--- src/design/contiguous_work_partitioner_assert.svh ---
// Assertion macros shared by the partitioner RTL.
`ifndef CONTIGUOUS_WORK_PARTITIONER_ASSERT_SVH
`define CONTIGUOUS_WORK_PARTITIONER_ASSERT_SVH

// Same-cycle implication, checked on every clock edge outside reset.
`define CWP_ASSERT_IMP(label, ante, cons) \
    label: assert property (@(posedge aclk) disable iff (!aresetn) (ante) |-> (cons)) \
        else $error("cwp assertion failed");

// Next-cycle implication, checked on every clock edge outside reset.
`define CWP_ASSERT_NXT(label, ante, cons) \
    label: assert property (@(posedge aclk) disable iff (!aresetn) (ante) |=> (cons)) \
        else $error("cwp assertion failed");

`endif

--- src/design/cwp_pkg.sv ---
// Shared types and constants of the contiguous work partitioner.
package cwp_pkg;

    localparam int DEF_MAX_CORES = 32;
    localparam int DEF_MAX_ITEMS = 4096;

    localparam int WEIGHT_W   = 24;
    localparam int CORES_W    = 6;
    localparam int ITEMS_W    = 13;
    localparam int SLOT_W     = 5;
    localparam int LOAD_OUT_W = 36;
    localparam int LOAD_W     = 37;
    localparam int VAL_W      = 39;
    localparam int CFG_W      = 13;
    localparam int CFG_ADDR_W = 2;
    localparam int S_TDATA_W  = 24;
    localparam int M_TDATA_W  = 56;
    localparam int PASS_LIMIT = 131072;
    localparam int PASS_W     = 18;

    typedef enum logic [CFG_ADDR_W-1:0] {
        REG_CORES = 2'd0,
        REG_ITEMS = 2'd1,
        REG_SHARE = 2'd2
    } cfg_reg_t;

    typedef struct packed {
        logic busy;
        logic done;
    } div_stat_t;

endpackage

--- src/design/cwp_div.sv ---
// Restoring divider that produces one quotient bit per cycle.
module cwp_div #(
    parameter int DVW = 6
) (
    input  logic                          aclk,
    input  logic                          aresetn,
    input  logic                          start,
    input  logic [cwp_pkg::VAL_W-1:0]     dividend,
    input  logic [DVW-1:0]                divisor,
    output logic [cwp_pkg::VAL_W-1:0]     quotient,
    output cwp_pkg::div_stat_t            stat
);
    import cwp_pkg::*;

    localparam int CNT_W = $clog2(VAL_W + 1);

    logic [VAL_W-1:0] quo_reg;
    logic [DVW-1:0]   rem_reg;
    logic [DVW-1:0]   dvs_reg;
    logic [CNT_W-1:0] cnt_reg;
    logic             busy_reg;
    logic             done_reg;
    logic [DVW:0]     shifted;
    logic             fits;

    assign shifted = {rem_reg, quo_reg[VAL_W-1]};
    assign fits    = shifted >= {1'b0, dvs_reg};

    always_ff @(posedge aclk) begin
        if (!aresetn) begin
            busy_reg <= 1'b0;
            done_reg <= 1'b0;
            cnt_reg  <= '0;
        end else begin
            done_reg <= 1'b0;
            if (start) begin
                busy_reg <= 1'b1;
                cnt_reg  <= CNT_W'(VAL_W);
            end else if (busy_reg) begin
                cnt_reg <= cnt_reg - 1'b1;
                if (cnt_reg == CNT_W'(1)) begin
                    busy_reg <= 1'b0;
                    done_reg <= 1'b1;
                end
            end
        end
    end

    always_ff @(posedge aclk) begin
        if (start) begin
            quo_reg <= dividend;
            rem_reg <= '0;
            dvs_reg <= divisor;
        end else if (busy_reg) begin
            quo_reg <= {quo_reg[VAL_W-2:0], fits};
            rem_reg <= fits ? DVW'(shifted - {1'b0, dvs_reg}) : DVW'(shifted);
        end
    end

    assign quotient  = quo_reg;
    assign stat.busy = busy_reg;
    assign stat.done = done_reg;

endmodule

--- config.mk ---
export PLATFORM = sky130hd
export DESIGN_NAME = cwp_div
export DESIGN_NICKNAME = d
export VERILOG_FILES = /design/src/design/contiguous_work_partitioner_assert.svh /design/src/design/cwp_pkg.sv /design/src/design/cwp_div.sv
export SDC_FILE = /design/constraint.sdc
export NUM_CORES = 1
export LEC_CHECK = 0
export BUFFER_PORTS_ARGS = -buffer_cell sky130_fd_sc_hd__buf_2
export CAP_MARGIN = 15
export CORE_MARGIN = 1
export CORE_UTILIZATION = 48
export DETAILED_ROUTE_END_ITERATION = 8
export GPL_TIMING_DRIVEN = 0
export PLACE_DENSITY = 0.81
export SLEW_MARGIN = 20
export SYNTH_ARGS = -nofsm -noshare
export SYNTH_HDL_FRONTEND = slang
export SYNTH_SLANG_ARGS = --single-unit
--- constraint.sdc ---
create_clock -name aclk -period 4.35 [get_ports aclk]
set_input_delay 0.87 -clock aclk [delete_from_list [all_inputs] [get_ports aclk]]
set_output_delay 0.87 -clock aclk [all_outputs]
set_load 0.005 [all_outputs]
# Word-level counts from Yosys, hierarchy flattened
# Cells that the tools add are included.
[word_totals]
regBits = 59
input_bits = 48
out_inout_bits = 41
word_cells = 25
[classes]
addsub = 2
magnitude_cmp = 1
eq_ne = 1
n_mux = 9
bitwise_logic = 2
reduce_logical = 3
[ops]
columns = ["cell", "count"]
rows = [
  ["39-bit two-way mux", 2],
  ["6-bit two-way mux", 3],
  ["7-bit by 6-bit greater-or-equal comparator with 1-bit output", 1],
  ["6-bit by 1-bit == test with 1-bit output, second input constant", 1],
  ["6-bit by 1-bit subtractor with 6-bit output, second input constant", 1],
  ["6-bit subtractor", 1],
  ["1-bit two-way mux", 4],
  ["3-bit OR reduction", 1],
  ["1-bit inverter", 2],
  ["2-bit nonzero test", 1],
  ["2-bit OR reduction", 1],
]

# Logic depth before layout (Yosys ltp)
# Gate-level depths: netlist of the first run.
[logic_depth]
word_depth = 4
depth_mapped = 8
mapped_depth_nobuf = 8

# Worst setup path before layout of the first run
# Ideal clock, no wire load.
[synth_timing]
kind = "input to register"
start = "input start"
end = "register quo_reg[0] (netlist: quotient[0]) (enable)"
setup_ns = 0.397
arrival_ns = 2.192
required_time_ns = 3.953
path_slack_ns = 1.761
path_stages = 3
n_path_buf = 1
path_cell_list = "clkbuf_1 > inv_1 > nand2_1"
[synth_via]
elab_chain_cells = 1
[synth_rtl]
columns = ["item", "line", "text"]
rows = [
  ["start, declared", "cwp_div.sv:7", "input logic start,"],
  ["2-bit nonzero test (no line)", "--", ""],
  ["end signal, assigned", "cwp_div.sv:51", "quo_reg <= dividend;"],
  ["end signal, assigned", "cwp_div.sv:55", "quo_reg <= {quo_reg[VAL_W-2:0], fits};"],
  ["end, declared", "cwp_div.sv:17", "logic [VAL_W-1:0] quo_reg;"],
]
# No other way between the ends.
# A chain may end at the register's enable or synchronous reset.

# Worst setup path after layout of the first run
[layout_timing]
start = "input start"
end = "register quo_reg[12] (netlist: quotient[12]) (enable)"
# The elaborated chain is that of the path after synthesis.

==> summary.txt, run 1 <==
Commonest non-fill, non-tap cell in the layout - buf_2
Die W - 77.7 um
Synth Area in Compound Gates - 0.0618
ANT cells - 0
Clock power frac - 0.300
Netlist Area Pre-Place - 0.00275 mm^2
Async SR Flop Fraction - 0
Setup bufs post-CTS - 0
CTS root buf - clkbuf_8
Critical Path AT - 2370 ps
Slew margin rel. - 0.635
IO buf count - 88
Worst setup startpoint - start
Initial DRT Pass Iterations - 4
Global placement routability congestion - 0.731
Logic pwr share - 0.181
Buf+Inv Stages, Crit Path - 4
CP max stage delay - 430 ps
Filler cell count - 444
CTS Hold Bufs - 0
Max reg flops - 39
Routed Antenna Nets - 0
# IOs - 89
Internal - 1.00 mW
Worst Hold Launch - rem_reg[4]$_SDFFE_PP0P_
Clock latency on the worst-skew pair - 330 ps
Final Setup Violations - 0
Area growth from synthesis to final layout - 25.9%
Clock Skew - 5.34 ps
Setup TNS - 0 ps
Drt first-iter violations - 117
Post-synthesis share of cell area spent on and, or, nand and nor gates - 0.0600
Commonest cells after routing, fill and taps aside - 88 x buf_2, 45 x edfxtp_1, 40 x mux2_2, 14 x dfxtp_1, 13 x inv_1
Cell variety after synth - 36
Longest Clk Path Bufs - 2
Worst setup path class - in -> reg
CP max stage cell - clkbuf_1
Core area - 0.00551 mm^2
Die Y - 77.7 um
Syn nets - 259
Largest family of logic cells by synthesized area - multiplexers
Worst-margin pin slew - 547 ps
Unrepaired setup endpoints after global routing - false
Seq pwr share - 0.519
Tmin final - 2340 ps
Ys flop type - edfxtp_1
Period utilisation layout - 0.537
Grt ovf - 0
Antenna violations before repair - 0
Fmax - 0.428 GHz
Layout net count - 359
Hpwl dp - 3930 um
Tot GR Track Use - 0.196
Die area - 0.00604 mm^2
Psw - 0.356 mW
Synth Area in Adders - 0.0482
Vias - 1,929
DR WL/cell - 14.1 um
LEAKAGE - 1.48 nW
Mux cell area share after synthesis - 0.175
CTS buffer count - 9
WL final - 5320 um
Vias in the first global route - 1,915
Residual DRC - 0
Post-synth EDFFs - 45
Switching Share - 0.262
Maxcap violations - 0
RR Startpoint - dvs_reg[4]$_DFFE_PP_
Max-slew violation count - 0
Status - finished clean
XOR/XNOR Fraction of Synth Area - 0.0255
Maximum number of pins on one net before global-route repair - 30
Rows - 27
H-tree Lvls - 3
CTS tree - built
Critical Path RT - 4380 ps
Peak VDD IR - 285 uV
Synth Register Bits - 59
Register area share after synthesis - 0.593
Hold Fails Final Rpt - 0
Layout cells sized above 1 - 0.484
Critical-path maximum fanout - 29
CP Cell Sequence - buf_2, clkbuf_1, inv_1, nand2_2, buf_12
Final Core Density - 0.629
Synth Area per Inst - 13.7 um^2
Synth Instances - 201
Pwr dens - 392 mW/mm^2
Total clock sinks - 59
Starting Density - 0.500
Clock slew at reported path FFs - 60 ps
Post-cts gate resize count - 0
YS warnings - 0
Delay-heaviest family, CP - buffers and inverters
Critical path launch point type - input port
Worst hold path type - reg -> reg
Via-to-Cell Ratio - 5.10
Global-route wire length before repair - 8940 um
Worst Setup End Kind - flop
==> power groups by stage <==
stage	sequential, mW	combinational (mW)	clock, mW
after global routing	0.713	0.274	0.445
after floorplan	0.717	0.148	0
after detailed placement	0.717	0.247	0
after CTS	0.706	0.248	0.417
final	0.705	0.246	0.408
after global placement	0.716	0.236	0
==> worst reg2reg max path, cell delays in order, from the launching register on <==
cell and delay (ps):
edfxtp_1 340, inv_1 40, ha_1 330, a21o_1 180
a211o_1 290, a41o_1 210, buf_6 140, or4_1 410
o311ai_1 80
==> metrics by stage <==
stage	hold WS, ps	worst slack [ps]	instances	instance area, um^2	power (mW)
finish	509	2010	378	3460	1.36
global route	539	1850	378	3460	1.43
CTS	514	2000	378	3460	1.37
detailed placement	503	1640	362	3310	0.964
global placement	477	901	361	3280	0.952
floorplan	463	1760	201	2750	0.864
==> synth_stat cells (2+ instances only) <==
cell type | instances | area, um^2
edfxtp_1 | 45 | 1350
mux2_2 | 40 | 450
dfxtp_1 | 14 | 280
inv_1 | 13 | 48.8
nor2_1 | 12 | 45.0
ha_1 | 9 | 113
nand2_1 | 7 | 26.3
a21oi_1 | 5 | 25.0
a211oi_1 | 4 | 30.0
a21boi_0 | 4 | 30.0
o21ai_0 | 4 | 20.0
xnor2_1 | 4 | 35.0
xor2_1 | 4 | 35.0
buf_1 | 3 | 11.3
clkbuf_1 | 3 | 11.3
mux2i_1 | 3 | 30.0
nor2b_1 | 3 | 18.8
nor4_1 | 3 | 18.8
buf_4 | 2 | 15.0
nand2b_1 | 2 | 12.5
nor3_1 | 2 | 10.0
==> routing by layer <==
layer / global-route usage / vias to the layer above / part of all wire
met1: 0.236 / 925 / 0.43
met2: 0.319 / 57 / 0.50
met3: 0.0576 / 10 / 0.054
li1: - / 937 / -
met4: 0.100 / 0 / 0.020
met5: 0 / - / 0
==> final cells by class <==
class,instances,area [um^2],share of cell area
Buffer,10,53.8,0.0155
Clock buffer,9,124,0.0358
Clock inverter,7,35.0,0.0101
Inverter,13,48.8,0.0141
Multi-Input combinational cell,119,1020,0.295
Sequential cell,59,1630,0.471
Tap cell,72,90.1,0.0260
Timing Repair Buffer,89,460,0.133
==> cell families (layout without fill, tap and decap cells) <==
family	after synthesis	in the layout
buffers and inverters	23	128
adder cells (fa/ha/maj)	10	10
flip-flops	59	59
XOR/XNOR	8	8
AO/OA/AOI/OAI	25	25
AND/OR/NAND/NOR	33	33
multiplexers	43	43
==> path summary, 6_finish.rpt <==
| check | end | slack, ps | cells past startpoint |
|---|---|---|---|
| worst max-delay path | quotient[12]$_DFFE_PP_ | 2010 | 5 |
| worst min-delay path | rem_reg[4]$_SDFFE_PP0P_ | 510 | 2 |
| worst max register to register | rem_reg[0]$_SDFFE_PP0P_ | 2240 | 8 |
| worst min register to register | rem_reg[4]$_SDFFE_PP0P_ | 510 | 2 |
Power figures use the tool's default switching activity.
==> inputs of run 2 (changes only) <==
--- a/config.mk
+++ b/config.mk
@@ -8,7 +8,7 @@
 export BUFFER_PORTS_ARGS = -buffer_cell sky130_fd_sc_hd__buf_2
 export CAP_MARGIN = 15
 export CORE_MARGIN = 1
-export CORE_UTILIZATION = 48
+export CORE_UTILIZATION = 46
 export DETAILED_ROUTE_END_ITERATION = 8
 export GPL_TIMING_DRIVEN = 0
 export PLACE_DENSITY = 0.81
==> constraint.sdc (replaced) <==
create_clock -name aclk -period 2.01 [get_ports aclk]
set_input_delay 0.402 -clock aclk [delete_from_list [all_inputs] [get_ports aclk]]
set_output_delay 0.402 -clock aclk [all_outputs]
set_load 0.005 [all_outputs]
==> run 2 against run 1 <==
  * The flow now finishes with violations (setup timing)
  * Via count rose by 0.93%
  * Non-clock buffer count increased by 1
  * Setup slack got worse by 2000 ps
  * Final cell count rose by 0.26%
  * Core utilization is 0.33 points higher
  * Count of clock-buffer cells in the layout rose by 1
  * Clock skew about the same
  * Worst hold slack worse by 270 ps
  * Sequential power up 120%
  * Critical endpoint is now rem_reg[0]$_SDFFE_PP0P_
  * Global-route usage fell by 0.15 points
  * Die area increased by 4.2%
  * Final area up 3.0%
==> summary.txt, run 2 (synthesis gave the netlist of run 1 again) <==
Fmax - 0.493 GHz
CTS Hold Bufs - 0 (unchanged)
Setup ws final - -19.6 ps (-2030 ps)
Filler cell count - 423 (-4.7%)
Die W - 79.4 um (+2.1%)
Via-to-Cell Ratio - 5.14 (+0.67%)
Max reg flops - 39 (unchanged)
Hold Fails Final Rpt - 0 (unchanged)
Die area - 0.00630 mm^2 (+4.2%)
Unrepaired setup endpoints after global routing - true
Area growth from synthesis to final layout - 29.6%
Die Y - 79.4 um (+2.1%)
Peak VDD IR - 502 uV (+76%)
CTS root buf - clkbuf_8
Pre-CTS setup slack - -517 ps (-2160 ps)
Maximum number of pins on one net before global-route repair - 40 (+33%)
CTS buffer count - 9 (unchanged)
DR WL/cell - 15.0 um (+6.3%)
Tot GR Track Use - 0.194 (-0.00148)
Core area - 0.00564 mm^2 (+2.5%)
Vias in the first global route - 1,974 (+3.1%)
Residual DRC - 0 (unchanged)
Hpwl dp - 3870 um (-1.5%)
Maxcap violations - 0 (unchanged)
Psw - 0.820 mW (+130%)
Final Core Density - 0.633 (+0.00334)
Final Setup Violations - 1 (+1)
Global placement routability congestion - 0.798 (+9.1%)
Multi-input logic area - 0.00110 mm^2 (+8.1%)
Critical Path AT - 2280 ps (-90 ps)
Worst setup path class - reg -> reg
H-tree Lvls - 3 (unchanged)
Internal - 2.33 mW (+130%)
# IOs - 89 (unchanged)
Layout net count - 360 (+0.28%)
Drt first-iter violations - 106 (-9.4%)
Critical Path RT - 2260 ps (-2120 ps)
Pwr dens - 882 mW/mm^2 (+120%)
Starting Density - 0.488 (-0.0120)
Switching Share - 0.260 (-0.00129)
Rows - 27 (unchanged)
Clock latency on the worst-skew pair - 340 ps (about the same)
Clock slew at reported path FFs - 70 ps (about the same)
Global-route wire length before repair - 9000 um (+0.62%)
Antenna violations before repair - 0 (unchanged)
LEAKAGE - 1.50 nW (+1.7%)
Worst hold path type - in -> reg
Total clock sinks - 59 (unchanged)
Commonest non-fill, non-tap cell in the layout - buf_2
Logic pwr share - 0.184 (+0.003)
Status - finished, violations left
Layout cells sized above 1 - 0.528 (+0.0440)
Worst Setup End Kind - flop
Register area - 0.00163 mm^2 (unchanged)
Longest Clk Path Bufs - 2 (unchanged)
WL final - 5670 um (+6.6%)
ANT cells - 0 (unchanged)
Worst-margin pin slew - 572 ps (+24.4 ps)
Clock power frac - 0.330 (+0.030)
Vias - 1,947 (+0.93%)
Critical-path maximum fanout - 5 (-83%)
Critical path launch point type - flop
Clock Skew - 5.18 ps (-0.165 ps)
CTS tree - built
Period utilisation layout - 1.01
Routed Antenna Nets - 0 (unchanged)
Max-slew violation count - 0 (unchanged)
Tmin final - 2030 ps
Failing checks - setup timing
Seq pwr share - 0.486 (-0.033)
Grt ovf - 0 (unchanged)
Initial DRT Pass Iterations - 4 (unchanged)
Commonest cells after routing, fill and taps aside - 88 x buf_2, 45 x edfxtp_1, 40 x mux2_2, 14 x dfxtp_1, 12 x nor2_1
Slew margin rel. - 0.619 (-0.0163)
IO buf count - 88 (unchanged)
-- run 2: cell count changes in the layout (fill, tap and decap cells not counted), sizes merged --
cell    before  now
clkbuf      13   15
bufinv       0    1
clkinv       6    4
-- run 2: what timing repair did --
item	CTS	global route
resized for setup	4	13
pin swaps	1	5
setup endpoints to repair	43	43
buffers inserted	1	0
gates cloned	1	0
-- run 2: power by group through the flow --
stage	sequential [mW]	combinational, mW	clock (mW)
5_1_grt	1.55	0.640	1.10
4_1_cts	1.53	0.548	1.05
6_report	1.53	0.580	1.04
3_3_place_gp	1.55	0.510	0
3_5_place_dp	1.55	0.527	0
2_1_floorplan	1.55	0.320	0
-- run 2: worst paths after layout --
path / from / endpoint / slack, ps / cells past startpoint
max: rem_reg[3]$_SDFFE_PP0P_ / rem_reg[0]$_SDFFE_PP0P_ / -20 / 7
min: divisor[0] / dvs_reg[0]$_DFFE_PP_ / 230 / 1
max reg2reg: rem_reg[3]$_SDFFE_PP0P_ / rem_reg[0]$_SDFFE_PP0P_ / -20 / 7
min reg2reg: rem_reg[5]$_SDFFE_PP0P_ / rem_reg[5]$_SDFFE_PP0P_ / 500 / 2
-- run 2: stage by stage --
step | area [um^2] | cells | setup TNS, ps | total power, mW | hold WS, ps
finish | 3570 | 379 | -19.6 | 3.15 | 234
floorplan | 2760 | 201 | 0 | 1.87 | 463
global route | 3570 | 379 | -159 | 3.29 | 215
CTS | 3510 | 379 | -75.4 | 3.12 | 228
detailed placement | 3290 | 361 | -25190 | 2.08 | 491
global placement | 3290 | 361 | -24090 | 2.06 | 482
-- run 2: per-layer routing --
layer  track usage  routed length (um)  up-vias
met3        0.0609                 311       16
met2         0.308                2790       64
li1              -                   -      950
met5             0                   0        -
met4         0.124                 171        0
met1         0.228                2390      917
-- run 2: area by class of cell --
class,count,area share
repair buffers,90,0.128
inverters,13,0.0137
clock inverters,6,0.0158
multi-input cells,119,0.309
well taps,72,0.0252
clock buffers,10,0.0358
plain buffers,10,0.0154
flip-flops and latches,59,0.457
-- run 2: worst max-delay path: stages, from the launching register on --
cell      delay (ps)
dfxtp_1          430
ha_4             240
a21o_1           150
a211o_1          250
a41o_1           240
buf_6            140
or4_4            430
o311ai_4          70
